[src/hdl/mlbs_pkg.sv]
// shared types and constants for the led blink sequencer
// no dependencies; used by the top level and its checker
package mlbs_pkg;

   localparam int CHANNELS  = 4;
   localparam int CHAN_W    = 2;
   localparam int TIME_W    = 16;
   localparam int COUNT_W   = 8;
   localparam int LED_W     = 4;
   localparam int KIND_W    = 2;
   localparam int REQ_DATA_W = 48;
   localparam int RSP_DATA_W = 16;

   typedef enum logic [KIND_W-1:0] {
      KIND_TICK    = 2'd0,
      KIND_PROGRAM = 2'd1,
      KIND_SET     = 2'd2,
      KIND_RELEASE = 2'd3
   } kind_type;

   typedef logic [TIME_W-1:0]  time_type;
   typedef logic [COUNT_W-1:0] count_type;

endpackage

[src/hdl/multi_led_blink_sequencer_unit.sv]
// led blink sequencer top level: input register, state update, result register
// depends on mlbs_pkg
//
// req channel: one beat is one command; req_tuser carries the kind (tick,
// program channel, set level, release hold), req_tdata the command fields.
// rsp channel: exactly one beat per req beat, in order, giving the led levels,
// the active mask, the blink event flag and the hold flag after the command.
// a req beat accepted into the input register passes the state-update stage
// into the result register and is shown on rsp. throughput: one beat per cycle
// while rsp is not stalled, set by the single state-update stage between the
// input and result registers; all channels are updated in parallel in that stage.
// when rsp stalls, the result register holds and the input register keeps one
// more beat; req_tready drops only when both are full.
// reset clears all channel timing, counters, levels, hold and event state and
// empties both registers.
module multi_led_blink_sequencer_unit
   import mlbs_pkg::*;
(
   input  logic                  clock,
   input  logic                  reset,
   input  logic                  req_tvalid,
   output logic                  req_tready,
   // channel[1:0], on_duration[17:2], off_duration[33:18], blink_count[41:34],
   // continuous[42], hold_request[43], level_value[44], zero[47:45]
   input  logic [REQ_DATA_W-1:0] req_tdata,
   // kind[1:0]
   input  logic [KIND_W-1:0]     req_tuser,
   output logic                  rsp_tvalid,
   input  logic                  rsp_tready,
   // led_levels[3:0], active_mask[7:4], blink_event[8], hold_active[9], zero[15:10]
   output logic [RSP_DATA_W-1:0] rsp_tdata
);

   // input register
   logic                  in_valid_ff;
   logic [REQ_DATA_W-1:0] in_data_ff;
   kind_type              in_kind_ff;

   // channel state
   time_type              on_ff    [CHANNELS];
   time_type              off_ff   [CHANNELS];
   count_type             count_ff [CHANNELS];
   logic [CHANNELS-1:0]   cont_ff;
   time_type              tick_ff  [CHANNELS];
   logic [CHANNELS-1:0]   phase_ff;
   logic [CHANNELS-1:0]   level_ff;
   logic                  hold_ff;
   logic                  event_ff;

   time_type              on_in    [CHANNELS];
   time_type              off_in   [CHANNELS];
   count_type             count_in [CHANNELS];
   logic [CHANNELS-1:0]   cont_in;
   time_type              tick_in  [CHANNELS];
   logic [CHANNELS-1:0]   phase_in;
   logic [CHANNELS-1:0]   level_in;
   logic                  hold_in;
   logic                  event_in;

   // result register
   logic                  rsp_valid_ff;
   logic [RSP_DATA_W-1:0] rsp_data_ff;
   logic [RSP_DATA_W-1:0] rsp_data_in;

   logic                  out_free;
   logic                  advance;
   logic [CHANNELS-1:0]   still;
   logic [LED_W-1:0]      led_bits;
   logic [LED_W-1:0]      act_bits;

   // command fields
   logic [CHAN_W-1:0]     f_channel;
   time_type              f_on;
   time_type              f_off;
   count_type             f_count;
   logic                  f_cont;
   logic                  f_hold;
   logic                  f_level;

   assign f_channel = in_data_ff[1:0];
   assign f_on      = in_data_ff[17:2];
   assign f_off     = in_data_ff[33:18];
   assign f_count   = in_data_ff[41:34];
   assign f_cont    = in_data_ff[42];
   assign f_hold    = in_data_ff[43];
   assign f_level   = in_data_ff[44];

   assign out_free   = !rsp_valid_ff || rsp_tready;
   assign advance    = in_valid_ff && out_free;
   assign req_tready = !in_valid_ff || out_free;
   assign rsp_tvalid = rsp_valid_ff;
   assign rsp_tdata  = rsp_data_ff;

   always_comb begin
      on_in    = on_ff;
      off_in   = off_ff;
      count_in = count_ff;
      cont_in  = cont_ff;
      tick_in  = tick_ff;
      phase_in = phase_ff;
      level_in = level_ff;
      hold_in  = hold_ff;
      event_in = event_ff;
      still    = '0;
      case (in_kind_ff)
         KIND_TICK: begin
            if (!hold_ff) begin
               for (int c = 0; c < CHANNELS; c++) begin
                  if (count_ff[c] != '0 || cont_ff[c]) begin
                     still[c]   = 1'b1;
                     tick_in[c] = tick_ff[c] + 1'b1;
                     if (tick_ff[c] > (phase_ff[c] ? on_ff[c] : off_ff[c])
                         && count_ff[c] != '0) begin
                        if (!cont_ff[c]) begin
                           count_in[c] = count_ff[c] - 1'b1;
                        end
                        if (count_in[c] == '0) begin
                           still[c] = 1'b0;
                        end
                        tick_in[c]  = '0;
                        phase_in[c] = !phase_ff[c];
                        level_in[c] = !phase_ff[c];
                     end
                  end
               end
               if (still == '0) begin
                  event_in = 1'b0;
               end
            end
         end
         KIND_PROGRAM: begin
            for (int c = 0; c < CHANNELS; c++) begin
               if (int'(f_channel) == c) begin
                  event_in    = (f_count != '0) || f_cont;
                  on_in[c]    = f_on;
                  off_in[c]   = f_off;
                  count_in[c] = f_count;
                  cont_in[c]  = f_cont;
                  phase_in[c] = level_ff[c];
                  tick_in[c]  = '0;
                  if (f_hold) begin
                     hold_in = 1'b1;
                  end
               end
            end
         end
         KIND_SET: begin
            for (int c = 0; c < CHANNELS; c++) begin
               if (int'(f_channel) == c) begin
                  level_in[c] = f_level;
               end
            end
         end
         KIND_RELEASE: begin
            hold_in = 1'b0;
         end
         default: begin
            hold_in = hold_ff;
         end
      endcase

      led_bits = '0;
      act_bits = '0;
      for (int c = 0; c < CHANNELS && c < LED_W; c++) begin
         led_bits[c] = level_in[c];
         act_bits[c] = (count_in[c] != '0) || cont_in[c];
      end
      rsp_data_in = {6'd0, hold_in, event_in, act_bits, led_bits};
   end

   always_ff @(posedge clock) begin
      if (reset) begin
         in_valid_ff  <= 1'b0;
         rsp_valid_ff <= 1'b0;
         cont_ff      <= '0;
         phase_ff     <= '0;
         level_ff     <= '0;
         hold_ff      <= 1'b0;
         event_ff     <= 1'b0;
         for (int c = 0; c < CHANNELS; c++) begin
            on_ff[c]    <= '0;
            off_ff[c]   <= '0;
            count_ff[c] <= '0;
            tick_ff[c]  <= '0;
         end
      end else begin
         if (req_tvalid && req_tready) begin
            in_valid_ff <= 1'b1;
            in_data_ff  <= req_tdata;
            in_kind_ff  <= kind_type'(req_tuser);
         end else if (advance) begin
            in_valid_ff <= 1'b0;
         end
         if (advance) begin
            rsp_valid_ff <= 1'b1;
            rsp_data_ff  <= rsp_data_in;
            on_ff        <= on_in;
            off_ff       <= off_in;
            count_ff     <= count_in;
            cont_ff      <= cont_in;
            tick_ff      <= tick_in;
            phase_ff     <= phase_in;
            level_ff     <= level_in;
            hold_ff      <= hold_in;
            event_ff     <= event_in;
         end else if (rsp_tready) begin
            rsp_valid_ff <= 1'b0;
         end
      end
   end

endmodule

[config.mk]
export PLATFORM = sky130hd
export DESIGN_NAME = multi_led_blink_sequencer_unit
export DESIGN_NICKNAME = d
export VERILOG_FILES = /design/src/hdl/mlbs_pkg.sv /design/src/hdl/multi_led_blink_sequencer_unit.sv
export SDC_FILE = /design/constraint.sdc
export NUM_CORES = 1
export LEC_CHECK = 0
export ABC_AREA = 1
export BUFFER_PORTS_ARGS = -buffer_cell sky130_fd_sc_hd__buf_2
export CORE_MARGIN = 5
export CORE_UTILIZATION = 60
export DETAILED_ROUTE_END_ITERATION = 8
export PLACE_DENSITY = 0.78
export SYNTH_ARGS = -nofsm -noshare
export SYNTH_HDL_FRONTEND = slang
export SYNTH_SLANG_ARGS = --single-unit
[constraint.sdc]
create_clock -name clock -period 3.8 [get_ports clock]
set_clock_uncertainty 0.05 [all_clocks]
set_input_delay 0.19 -clock clock [delete_from_list [all_inputs] [get_ports clock]]
set_output_delay 0.19 -clock clock [all_outputs]
set_load 0.01 [all_outputs]
==> impl_metrics.env, run 1 <==
export IMPL_outcome="complete, no violations"
export IMPL_fin_setup_tns_ns=0
export IMPL_diodes=0
export IMPL_period_share_pct=87.2
export IMPL_antenna_found_initial=0
export IMPL_clk_pin_slew_worst_paths_ns=0.06
export IMPL_p_sw_mw=2.09
export IMPL_powerDensity_nw_per_um2=433
export IMPL_pre_cts_ws_ns=0.593
export IMPL_regArea_um2=6520
export IMPL_leakage_nw=7.91
export IMPL_path_delay_family="simple AND/OR/NAND/NOR gates"
export IMPL_fillers=2083
export IMPL_synth_edf_count=57
export IMPL_critPathKind="flip-flop to flip-flop"
export IMPL_layout_cells_non_filler=2548
export IMPL_syn_inst=2104
export IMPL_hold_violations=0
export IMPL_cts_made_buffers=34
export IMPL_post_route_drc_count=0
export IMPL_cts_root_buf="clkbuf_16"
export IMPL_track_usage_pct=29.7
export IMPL_internal_power_mw=5.64
export IMPL_num_rows=59
export IMPL_switching_share_pct=27.0
export IMPL_path_common_cell="nand2_1"
export IMPL_dp_hpwl_um=29100
export IMPL_cp_arrival_ns=3.54
export IMPL_synth_cell_types=56
export IMPL_layout_area_overhead_vs_synth_pct=13.7
export IMPL_max_freq_mhz=302
export IMPL_grt_setup_unrepaired="no"
export IMPL_p_clk_share_pct=44.0
export IMPL_layout_commonest_cell="nor2_1"
export IMPL_fp_dieW_um=172
export IMPL_core_um2=25900
export IMPL_peakVddDrop_v=0.000414
export IMPL_multiInputGateArea_um2=7960
export IMPL_worstMarginPinSlew_ns=1.04
export IMPL_cp_num_buf_inv=2
export IMPL_cts_buffer_depth=3
export IMPL_seqPwrFrac_pct=44.3
export IMPL_setup_viol=0
export IMPL_fin_ws_ns=0.487
export IMPL_rr_worst_depth=18
export IMPL_dieArea_um2=29500
export IMPL_slowest_delay_ns=0.33
export IMPL_total_power_mw=7.73
export IMPL_vias=14700
export IMPL_critPathRequiredTime_ns=4.03
export IMPL_viasPerCell=5.77
export IMPL_cts_sinks=297
export IMPL_p_comb_share_pct=11.8
export IMPL_grt_max_degree=114
export IMPL_drt_iter0_drc=1621
export IMPL_syn_avg_cell_area_um2=7.45
export IMPL_grt_ovfl_total=0
export IMPL_maxCapViolCount=0
export IMPL_fp_dieH_um=172
export IMPL_crit_fanout=20
export IMPL_htreeDepth=2
export IMPL_ys_ff_latch=297
export IMPL_start_util_pct=60.5
export IMPL_cts_tree="yes"
export IMPL_clock_latency_ns=0.53
export IMPL_cts_resized_gates=0
export IMPL_hold_path_class="primary input to flip-flop"
export IMPL_post_route_util_pct=68.8
export IMPL_io_buffers=62
export IMPL_ant_nets=0
export IMPL_seq_area_frac_synth_pct=41.6
export IMPL_dr_pass1_iters=6
export IMPL_dp_cells=2438
export IMPL_synthesis_area_um2=15700
export IMPL_crit_slowest_cell="mux2i_1"
export IMPL_layout_common_cells="nor2_1 (414), nand2_1 (324), dfxtp_1 (240)"
export IMPL_wl_um=44600
export IMPL_r2r_slack_ns=0.49
export IMPL_hold_path_end="tick_ff[17]"
export IMPL_synthArstFlopShare_pct=0
export IMPL_boundaryPins=72
export IMPL_ys_flop_type="dfxtp_1"
export IMPL_hold_start="reset"
export IMPL_path_cells="buf_4 > mux2i_1 > ha_1 > nand2_1 > nor2_2 > nand2_1 > nand2_1 > nand2_1 > nand2_1 > nand3_2 > inv_1 > nand2_1 > nand3_1 > nand2_1 > nor2_1 > nand2_1 > nor2_1 > nand2_1"
export IMPL_period_minus_slack_ns=3.31
export IMPL_grt_first_pass_wirelength_um=70000
export IMPL_worstReg2RegEnd="rsp_tdata[5]"
export IMPL_crit_path_start_kind="flip-flop"
export IMPL_report_final_slew_viol_count=0
export IMPL_wl_per_cell_um=17.5
export IMPL_hold_depth=3
export IMPL_slew_headroom_pct=30.8
export IMPL_grt_pass1_vias=13900
export IMPL_layout_drive_gt1_share_pct=8.36
export IMPL_endpoint_kind="flip-flop"
export IMPL_place_gp_congestion=0.919
export IMPL_r2r_start="phase_ff[1]"
export IMPL_ys_warnings_count=0
export IMPL_nets=2314
metal layers:
metal / vias up / global-route usage, % / wire (µm)
met4: 0 / 12.5 / 1860
li1: 7147 / - / -
met2: 617 / 49.8 / 20800
met3: 136 / 5.06 / 3530
met5: - / 0 / 0
met1: 6814 / 38.0 / 18400
how the worst max path moves through the flow:
stage	start	endpoint	slack, ns	cells after the start
detailed placement	phase_ff[1]	rsp_tdata[5]	0.59	18
finish	phase_ff[1]	rsp_tdata[5]	0.49	18
global placement	phase_ff[1]	rsp_tdata[5]	0.63	18
floorplan	phase_ff[1]	rsp_tdata[5]	0.62	19
global route	phase_ff[1]	rsp_tdata[5]	0.21	18
CTS	phase_ff[1]	rsp_tdata[5]	0.58	18
flip-flops by register name, summed over array words and instances, names as in the netlist:
| register | cells |
|---|---|
| in_kind_ff | 2 |
| phase_ff | 4 |
| cont_ff | 4 |
| in_data_ff | 45 |
| off_ff | 64 |
| event_ff | 1 |
| tick_ff | 64 |
| rsp_tvalid | 1 |
| on_ff | 64 |
| count_ff | 32 |
| in_valid_ff | 1 |
| rsp_tdata | 10 |
| hold_ff | 1 |
| level_ff | 4 |
power by group through the flow:
| stage | sequential, mW | combinational (mW) | clock, mW |
|---|---|---|---|
| 2_1_floorplan | 3.43 | 0.640 | 0 |
| 3_5_place_dp | 3.48 | 0.841 | 0 |
| 5_1_grt | 3.42 | 1.01 | 3.56 |
| 6_report | 3.42 | 0.908 | 3.40 |
| 4_1_cts | 3.41 | 0.885 | 3.41 |
| 3_3_place_gp | 3.48 | 0.823 | 0 |
tightest hold or removal path, cell delays in order:
cell     delay (ns)
buf_2          0.11
buf_4          0.33
a21oi_1        0.20
cells by family after synthesis:
group	Yosys count	synth area share, %
and+or+nand+nor	949	25.8
AOI/OAI and AO/OA	403	14.4
buffers and inverters	306	7.76
DFF	297	41.6
adders and majority gates	72	5.75
muxes	60	3.83
xor gates and xnor gates	16	0.894
other	1	0.0239
synthesized netlist by cell type, types with 9 or more instances:
cell / instances / area share (%)
clkbuf_1: 61 / 1.5
ha_1: 72 / 5.7
nor2_2: 9 / 0.36
xor2_1: 11 / 0.61
a21oi_1: 110 / 3.5
inv_1: 207 / 5.0
nand3_1: 92 / 2.9
nor3b_1: 10 / 0.48
a22oi_1: 22 / 1.1
nand2_1: 324 / 7.8
nor4_1: 10 / 0.40
buf_2: 10 / 0.32
dfxtp_1: 240 / 31
mux2i_1: 60 / 3.8
nand4_1: 28 / 1.1
o21ai_0: 212 / 6.8
nor3_1: 29 / 0.93
nor2_1: 414 / 9.9
edfxtp_1: 57 / 11
o211ai_1: 19 / 0.91
inv_2: 11 / 0.26
metrics by stage:
step	hold slack [ns]	cell area, µm²
detailed placement	0.318	16200
floorplan	0.239	15700
global placement	0.316	16200
CTS	0.267	17800
finish	0.301	17800
global route	0.315	17800
timing repair:
| action | 4_1_cts | 5_1_grt |
|---|---|---|
| buffers inserted | 0 | 0 |
| hold buffers | 49 | 0 |
| hold endpoints to repair | 49 | 0 |
area by class of cell:
cell class              instances  area share (%)
multi-input cells            1506            44.7
repair buffers                129            5.32
clock inverters                18            1.23
well taps                     335            2.35
flip-flops and latches        297            36.5
clock buffers                  43            5.25
inverters                     220            4.66
(Power assumes the default switching activity.)
==> run 2: changes to the inputs <==
ABC_AREA = default   (was 1)
==> run 2 against run 1 <==
Power down 0.77%. Sequential power about the same. Worst hold slack worse by 0.21 ns. Cell area down 2.2%. Critical path type unchanged. Critical endpoint is now rsp_tdata[7]. Largest cell class unchanged.
==> impl_metrics.env, run 2 <==
export IMPL_start_util_pct=60.3
export IMPL_max_freq_mhz=279
export IMPL_viasPerCell=6.19
export IMPL_hold_path_end="count_ff[4]"
export IMPL_dieArea_um2=28400
export IMPL_synth_common_cells="nand2_1 (375), dfxtp_1 (240), a21oi_1 (203)"
export IMPL_fp_dieH_um=168
export IMPL_seqPwrFrac_pct=44.5
export IMPL_wl_per_cell_um=19.9
export IMPL_leakage_nw=6.29
export IMPL_ys_warnings_count=0
export IMPL_peakVddDrop_v=0.000565
export IMPL_ys_ff_latch=297
export IMPL_clock_latency_ns=0.59
export IMPL_report_final_slew_viol_count=0
export IMPL_io_buffers=62
export IMPL_antenna_found_initial=0
export IMPL_post_route_drc_count=0
export IMPL_track_usage_pct=30.2
export IMPL_hold_start="reset"
export IMPL_p_comb_share_pct=10.9
export IMPL_hold_depth=4
export IMPL_maxCapViolCount=0
export IMPL_synth_edf_count=57
export IMPL_endpoint_kind="flip-flop"
export IMPL_p_sw_mw=1.98
export IMPL_fin_ws_ns=0.220
export IMPL_path_cells="buf_12 > mux2i_1 > ha_1 > nand4_1 > a21oi_1 > or4b_1 > and3_1 > a311oi_1 > and3_1 > nand4_1"
export IMPL_multiInputGateArea_um2=8050
export IMPL_worstMarginPinSlew_ns=1.27
export IMPL_r2r_start="phase_ff[3]"
export IMPL_layout_area_overhead_vs_synth_pct=15.8
export IMPL_synthesis_area_um2=15100
export IMPL_cts_root_buf="clkbuf_16"
export IMPL_cts_tree="yes"
export IMPL_wl_um=44000
export IMPL_syn_inst=1775
export IMPL_internal_power_mw=5.69
export IMPL_ys_top_cells_by_area="dfxtp_1 (32%), edfxtp_1 (11%), nand2_1 (9.3%)"
export IMPL_dp_cells=2106
export IMPL_dp_hpwl_um=28500
export IMPL_ant_nets=0
export IMPL_rr_worst_depth=10
export IMPL_layout_commonest_cell="nand2_1"
export IMPL_netlist_top_cell_by_area="dfxtp_1"
export IMPL_layout_cells_non_filler=2213
export IMPL_place_gp_congestion=0.995
export IMPL_reg_top3="off_ff (64), on_ff (64), tick_ff (64)"
export IMPL_r2r_slack_ns=0.22
export IMPL_hold_path_class="primary input to flip-flop"
export IMPL_setup_viol=0
export IMPL_worstReg2RegEnd="rsp_tdata[7]"
export IMPL_crit_fanout=19
export IMPL_cts_buffer_depth=3
export IMPL_dr_pass1_iters=5
export IMPL_boundaryPins=72
export IMPL_synthArstFlopShare_pct=0
export IMPL_cts_made_buffers=31
export IMPL_period_minus_slack_ns=3.58
export IMPL_fp_dieW_um=168
export IMPL_syn_avg_cell_area_um2=8.48
export IMPL_synth_most_common_cell="nand2_1"
export IMPL_slowest_delay_ns=0.76
export IMPL_whs_ns=0.0932
export IMPL_grt_max_degree=172
export IMPL_critPathRequiredTime_ns=4.03
export IMPL_switching_share_pct=25.8
export IMPL_htreeDepth=1
export IMPL_slew_headroom_pct=15.4
export IMPL_p_clk_share_pct=44.6
export IMPL_num_rows=58
export IMPL_seq_area_frac_synth_pct=43.3
export IMPL_cts_sinks=297
export IMPL_layout_drive_gt1_share_pct=10.5
export IMPL_diodes=0
export IMPL_grt_pass1_vias=13000
export IMPL_critPathKind="flip-flop to flip-flop"
export IMPL_ys_flop_type="dfxtp_1"
export IMPL_layout_common_cells="nand2_1 (375), dfxtp_1 (240), a21oi_1 (203)"
export IMPL_core_um2=25000
export IMPL_period_share_pct=94.2
export IMPL_hold_violations=0
export IMPL_crit_path_start_kind="flip-flop"
export IMPL_fillers=1922
export IMPL_clk_pin_slew_worst_paths_ns=0.06
export IMPL_synth_cell_types=82
export IMPL_drt_iter0_drc=1363
export IMPL_regArea_um2=6520
export IMPL_outcome="complete, no violations"
export IMPL_powerDensity_nw_per_um2=440
export IMPL_grt_ovfl_total=0
export IMPL_nets=1985
export IMPL_synth_top_area_share_pct=31.9
export IMPL_pre_cts_ws_ns=0.154
export IMPL_grt_first_pass_wirelength_um=69600
export IMPL_crit_slowest_cell="or4b_1"
export IMPL_cp_arrival_ns=3.81
export IMPL_vias=13700
## run 2: repair_timing
action / CTS / global route
endpoints found under the hold margin: 49 / 0
resized for setup: 0 / 8
endpoints found under the setup margin: 0 / 5
buffers inserted: 0 / 0
hold buffers: 50 / 0
## run 2: routing by layer
layer	wire length, µm	vias up	global-route usage, %
li1	-	6450	-
met1	17800	6482	39.3
met2	20700	626	50.0
met3	3420	142	4.77
met4	2110	0	13.1
met5	0	-	0
## run 2: cells by family (layout without fill, tap and decap cells)
| logic type | Yosys count | count (layout) | share of synthesized area, % |
|---|---|---|---|
| mux | 81 | 81 | 5.43 |
| other cells | 1 | 6 | 0.0249 |
| fa+ha+maj | 72 | 72 | 5.98 |
| simple gates | 745 | 745 | 22.3 |
| xor+xnor | 64 | 64 | 3.72 |
| buf+inv | 137 | 240 | 3.76 |
| compound gates | 378 | 378 | 15.6 |
| flops | 297 | 297 | 43.3 |
## run 2: power groups by stage
stage | combinational, mW | sequential, mW | clock [mW]
2_1_floorplan | 0.550 | 3.41 | 0
3_3_place_gp | 0.750 | 3.47 | 0
3_5_place_dp | 0.760 | 3.47 | 0
4_1_cts | 0.805 | 3.41 | 3.42
5_1_grt | 0.914 | 3.42 | 3.58
6_report | 0.837 | 3.41 | 3.42
## run 2: through the flow
step                      cell area [µm²]  power, mW  setup TNS (ns)  util (%)
after CTS                           17400       7.63               0      69.7
after floorplan                     15100       3.96               0         -
after global routing                17400       7.91         -0.0121      69.9
final                               17400       7.67               0      69.9
after detailed placement            15700       4.23               0      63.1
after global placement              15700       4.22               0      63.1
## run 2: critical path: cells and delay by family, from the launching register on
family	cells	cell delay, ns
AND/OR/NAND/NOR	5	1.58
AO/OA/AOI/OAI	2	0.46
flip-flops	1	0.36
multiplexers	1	0.31
adder cells (fa/ha/maj)	1	0.28
buffers and inverters	1	0.20
## run 2: cell type report
type / instances / area share (%)
multi-input cells: 1346 / 46.2
clock inverters: 15 / 1.31
clock buffers: 42 / 5.35
inverters: 30 / 0.646
well taps: 330 / 2.37
repair buffers: 153 / 6.79
flip-flops and latches: 297 / 37.4
## run 2: how the worst max path moves through the flow
stage,cells past startpoint,slack (ns),start,to
2_1_floorplan,13,0.06,phase_ff[0],rsp_tdata[4]
3_3_place_gp,11,0.23,phase_ff[3],rsp_tdata[7]
3_5_place_dp,11,0.15,phase_ff[3],rsp_tdata[7]
4_1_cts,11,0.15,phase_ff[2],rsp_tdata[6]
5_1_grt,11,-0.01,phase_ff[0],rsp_tdata[4]
6_report,10,0.22,phase_ff[3],rsp_tdata[7]
==> run 3: changes to the inputs <==
--- a/config.mk
+++ b/config.mk
@@ -11,3 +11,3 @@
 export DETAILED_ROUTE_END_ITERATION = 8
-export PLACE_DENSITY = 0.78
+export PLACE_DENSITY = 0.76
 export SYNTH_ARGS = -nofsm -noshare
==> constraint.sdc (replaced) <==
create_clock -name clock -period 3.8 [get_ports clock]
set_clock_uncertainty 0.05 [all_clocks]
set_input_delay 0.95 -clock clock [delete_from_list [all_inputs] [get_ports clock]]
set_output_delay 0.95 -clock clock [all_outputs]
set_load 0.01 [all_outputs]
==> run 3 against run 2 <==
Power shrank 3.7%. Critical path depth rose by 2. Non-clock buffer count is 34 lower. Clock power decreased by 8.2%. Combinational power is 1% lower. Largest power group is now sequential cells.
==> impl_metrics.env, run 3 (synthesis gave the netlist of run 2 again) <==
export IMPL_outcome="complete, no violations"
export IMPL_report_final_slew_viol_count=0
export IMPL_grt_setup_unrepaired="no"
export IMPL_num_rows=58
export IMPL_cts_sinks=297
export IMPL_multiInputGateArea_um2=8060
export IMPL_path_cells="buf_12 > buf_4 > mux2i_1 > ha_1 > nand4_1 > a2111oi_2 > nor4b_4 > o31ai_1 > nand2_1 > a2111oi_1 > buf_4 > nand4_1"
export IMPL_hold_path_class="flip-flop to flip-flop"
export IMPL_start_util_pct=60.3
export IMPL_wl_um=42400
export IMPL_core_um2=25000
export IMPL_htreeDepth=1
export IMPL_dr_pass1_iters=5
export IMPL_cts_buffer_depth=3
export IMPL_regArea_um2=6520
export IMPL_cts_hold_buf=0
export IMPL_hold_depth=2
export IMPL_leakage_nw=6.11
export IMPL_crit_path_start_kind="flip-flop"
export IMPL_post_dp_cell_area_um2=15900
export IMPL_hold_start="on_ff[26]"
export IMPL_worstMarginPinSlew_ns=1.16
export IMPL_layout_drive_gt1_share_pct=11.5
export IMPL_period_minus_slack_ns=3.54
export IMPL_fin_setup_tns_ns=0
export IMPL_io_buffers=62
export IMPL_vias=13300
export IMPL_reg_top3="off_ff (64), on_ff (64), tick_ff (64)"
export IMPL_post_cts_buffers=0
export IMPL_worstReg2RegEnd="rsp_tdata[7]"
export IMPL_antenna_found_initial=0
export IMPL_grt_max_degree=96
export IMPL_critPathRequiredTime_ns=4.04
export IMPL_endpoint="rsp_tdata[7]"
export IMPL_fp_dieW_um=168
export IMPL_post_route_drc_count=0
export IMPL_diodes=0
export IMPL_critPathKind="flip-flop to flip-flop"
export IMPL_dieArea_um2=28400
export IMPL_cp_arrival_ns=3.78
export IMPL_cts_made_buffers=31
export IMPL_setup_viol=0
export IMPL_drt_iter0_drc=1253
export IMPL_powerDensity_nw_per_um2=435
export IMPL_crit_slowest_cell="a2111oi_2"
export IMPL_hold_violations=0
export IMPL_layout_common_cells="nand2_1 (375), dfxtp_1 (239), a21oi_1 (203)"
export IMPL_peakVddDrop_v=0.000379
export IMPL_clk_pin_slew_worst_paths_ns=0.07
export IMPL_post_route_util_pct=67.9
export IMPL_layout_commonest_cell="nand2_1"
export IMPL_grt_pass1_vias=12400
export IMPL_track_usage_pct=29.1
export IMPL_slowest_delay_ns=0.54
export IMPL_fillers=2008
export IMPL_cts_tree="yes"
export IMPL_final_cell_area_um2=17000
export IMPL_nets=1951
export IMPL_grt_ovfl_total=0
export IMPL_viasPerCell=6.10
export IMPL_maxCapViolCount=0
export IMPL_period_share_pct=93.1
export IMPL_place_gp_congestion=0.918
export IMPL_total_power_mw=7.38
export IMPL_max_freq_mhz=283
export IMPL_boundaryPins=72
export IMPL_slew_headroom_pct=22.3
export IMPL_ant_nets=0
export IMPL_crit_path_start="phase_ff[3]"
export IMPL_endpoint_kind="flip-flop"
export IMPL_layout_area_overhead_vs_synth_pct=12.6
export IMPL_wl_per_cell_um=19.4
export IMPL_dp_hpwl_um=29600
export IMPL_clock_latency_ns=0.58
export IMPL_rr_worst_depth=12
export IMPL_r2r_start="phase_ff[3]"
export IMPL_fp_dieH_um=168
export IMPL_crit_fanout=15
export IMPL_r2r_slack_ns=0.26
export IMPL_grt_first_pass_wirelength_um=66800
export IMPL_cts_root_buf="clkbuf_16"
run 3: cell types whose count changed in the layout (fill, tap and decap cells not counted), moves of 2 or more:
cell,delta
bufinv_16,-3
buf_4,+16
clkbuf_1,+5
dlygate4sd3_1,-50
clkbuf_8,-2
clkinv_4,-2
clkinv_2,+3
run 3: metrics by stage:
| step | worst slack, ns | hold slack [ns] | cells |
|---|---|---|---|
| 4_1_cts | 0.0258 | 0.404 | 2180 |
| 5_1_grt | 0.0518 | 0.421 | 2180 |
| 3_3_place_gp | 0.0602 | 0.391 | 2122 |
| 3_5_place_dp | 0.0524 | 0.396 | 2122 |
| 2_1_floorplan | 0.0588 | 0.383 | 1780 |
| 6_report | 0.262 | 0.403 | 2180 |
run 3: power by group:
group | leakage (nW) | internal (mW) | switching (mW)
clock network | 0.531 | 1.83 | 1.31
registers | 2.47 | 3.30 | 0.117
logic | 3.11 | 0.319 | 0.507
total | 6.11 | 5.45 | 1.93
run 3: area by class of cell:
| class | count | share of cell area, % |
|---|---|---|
| clock buffer | 45 | 5.44 |
| multi-input combinational | 1346 | 47.5 |
| clock inverter | 13 | 0.797 |
| sequential | 297 | 38.4 |
| inverter | 30 | 0.664 |
| tap | 330 | 2.43 |
| timing repair buffer | 119 | 4.74 |
run 3: repair_timing:
action | in CTS | in global routing
gates resized for setup | 0 | 10
setup endpoints to repair | 0 | 3
endpoints found under the hold margin | 0 | 0
run 3: worst max-delay path, delay by kind of cell, from the launching register on:
| family | cells | cell delay (ns) |
|---|---|---|
| mux | 1 | 0.09 |
| fa+ha+maj | 1 | 0.30 |
| flops | 1 | 0.39 |
| buf+inv | 3 | 0.54 |
| compound gates | 3 | 1.29 |
| simple gates | 4 | 0.58 |
run 3: how the worst min path moves through the flow:
stage / to / slack (ns)
final: on_ff[26] / 0.40
after detailed placement: off_ff[45] / 0.40
after global routing: on_ff[26] / 0.42
after global placement: on_ff[10] / 0.39
after floorplan: on_ff[0] / 0.38
after CTS: off_ff[45] / 0.40
run 3: metal layers:
| metal | track usage, % | part of all wire, % | vias up |
|---|---|---|---|
| li1 | - | - | 6371 |
| met1 | 39.2 | 42 | 6330 |
| met2 | 47.7 | 46 | 484 |
| met3 | 3.80 | 6.6 | 117 |
| met4 | 11.9 | 4.6 | 0 |
| met5 | 0 | 0 | - |
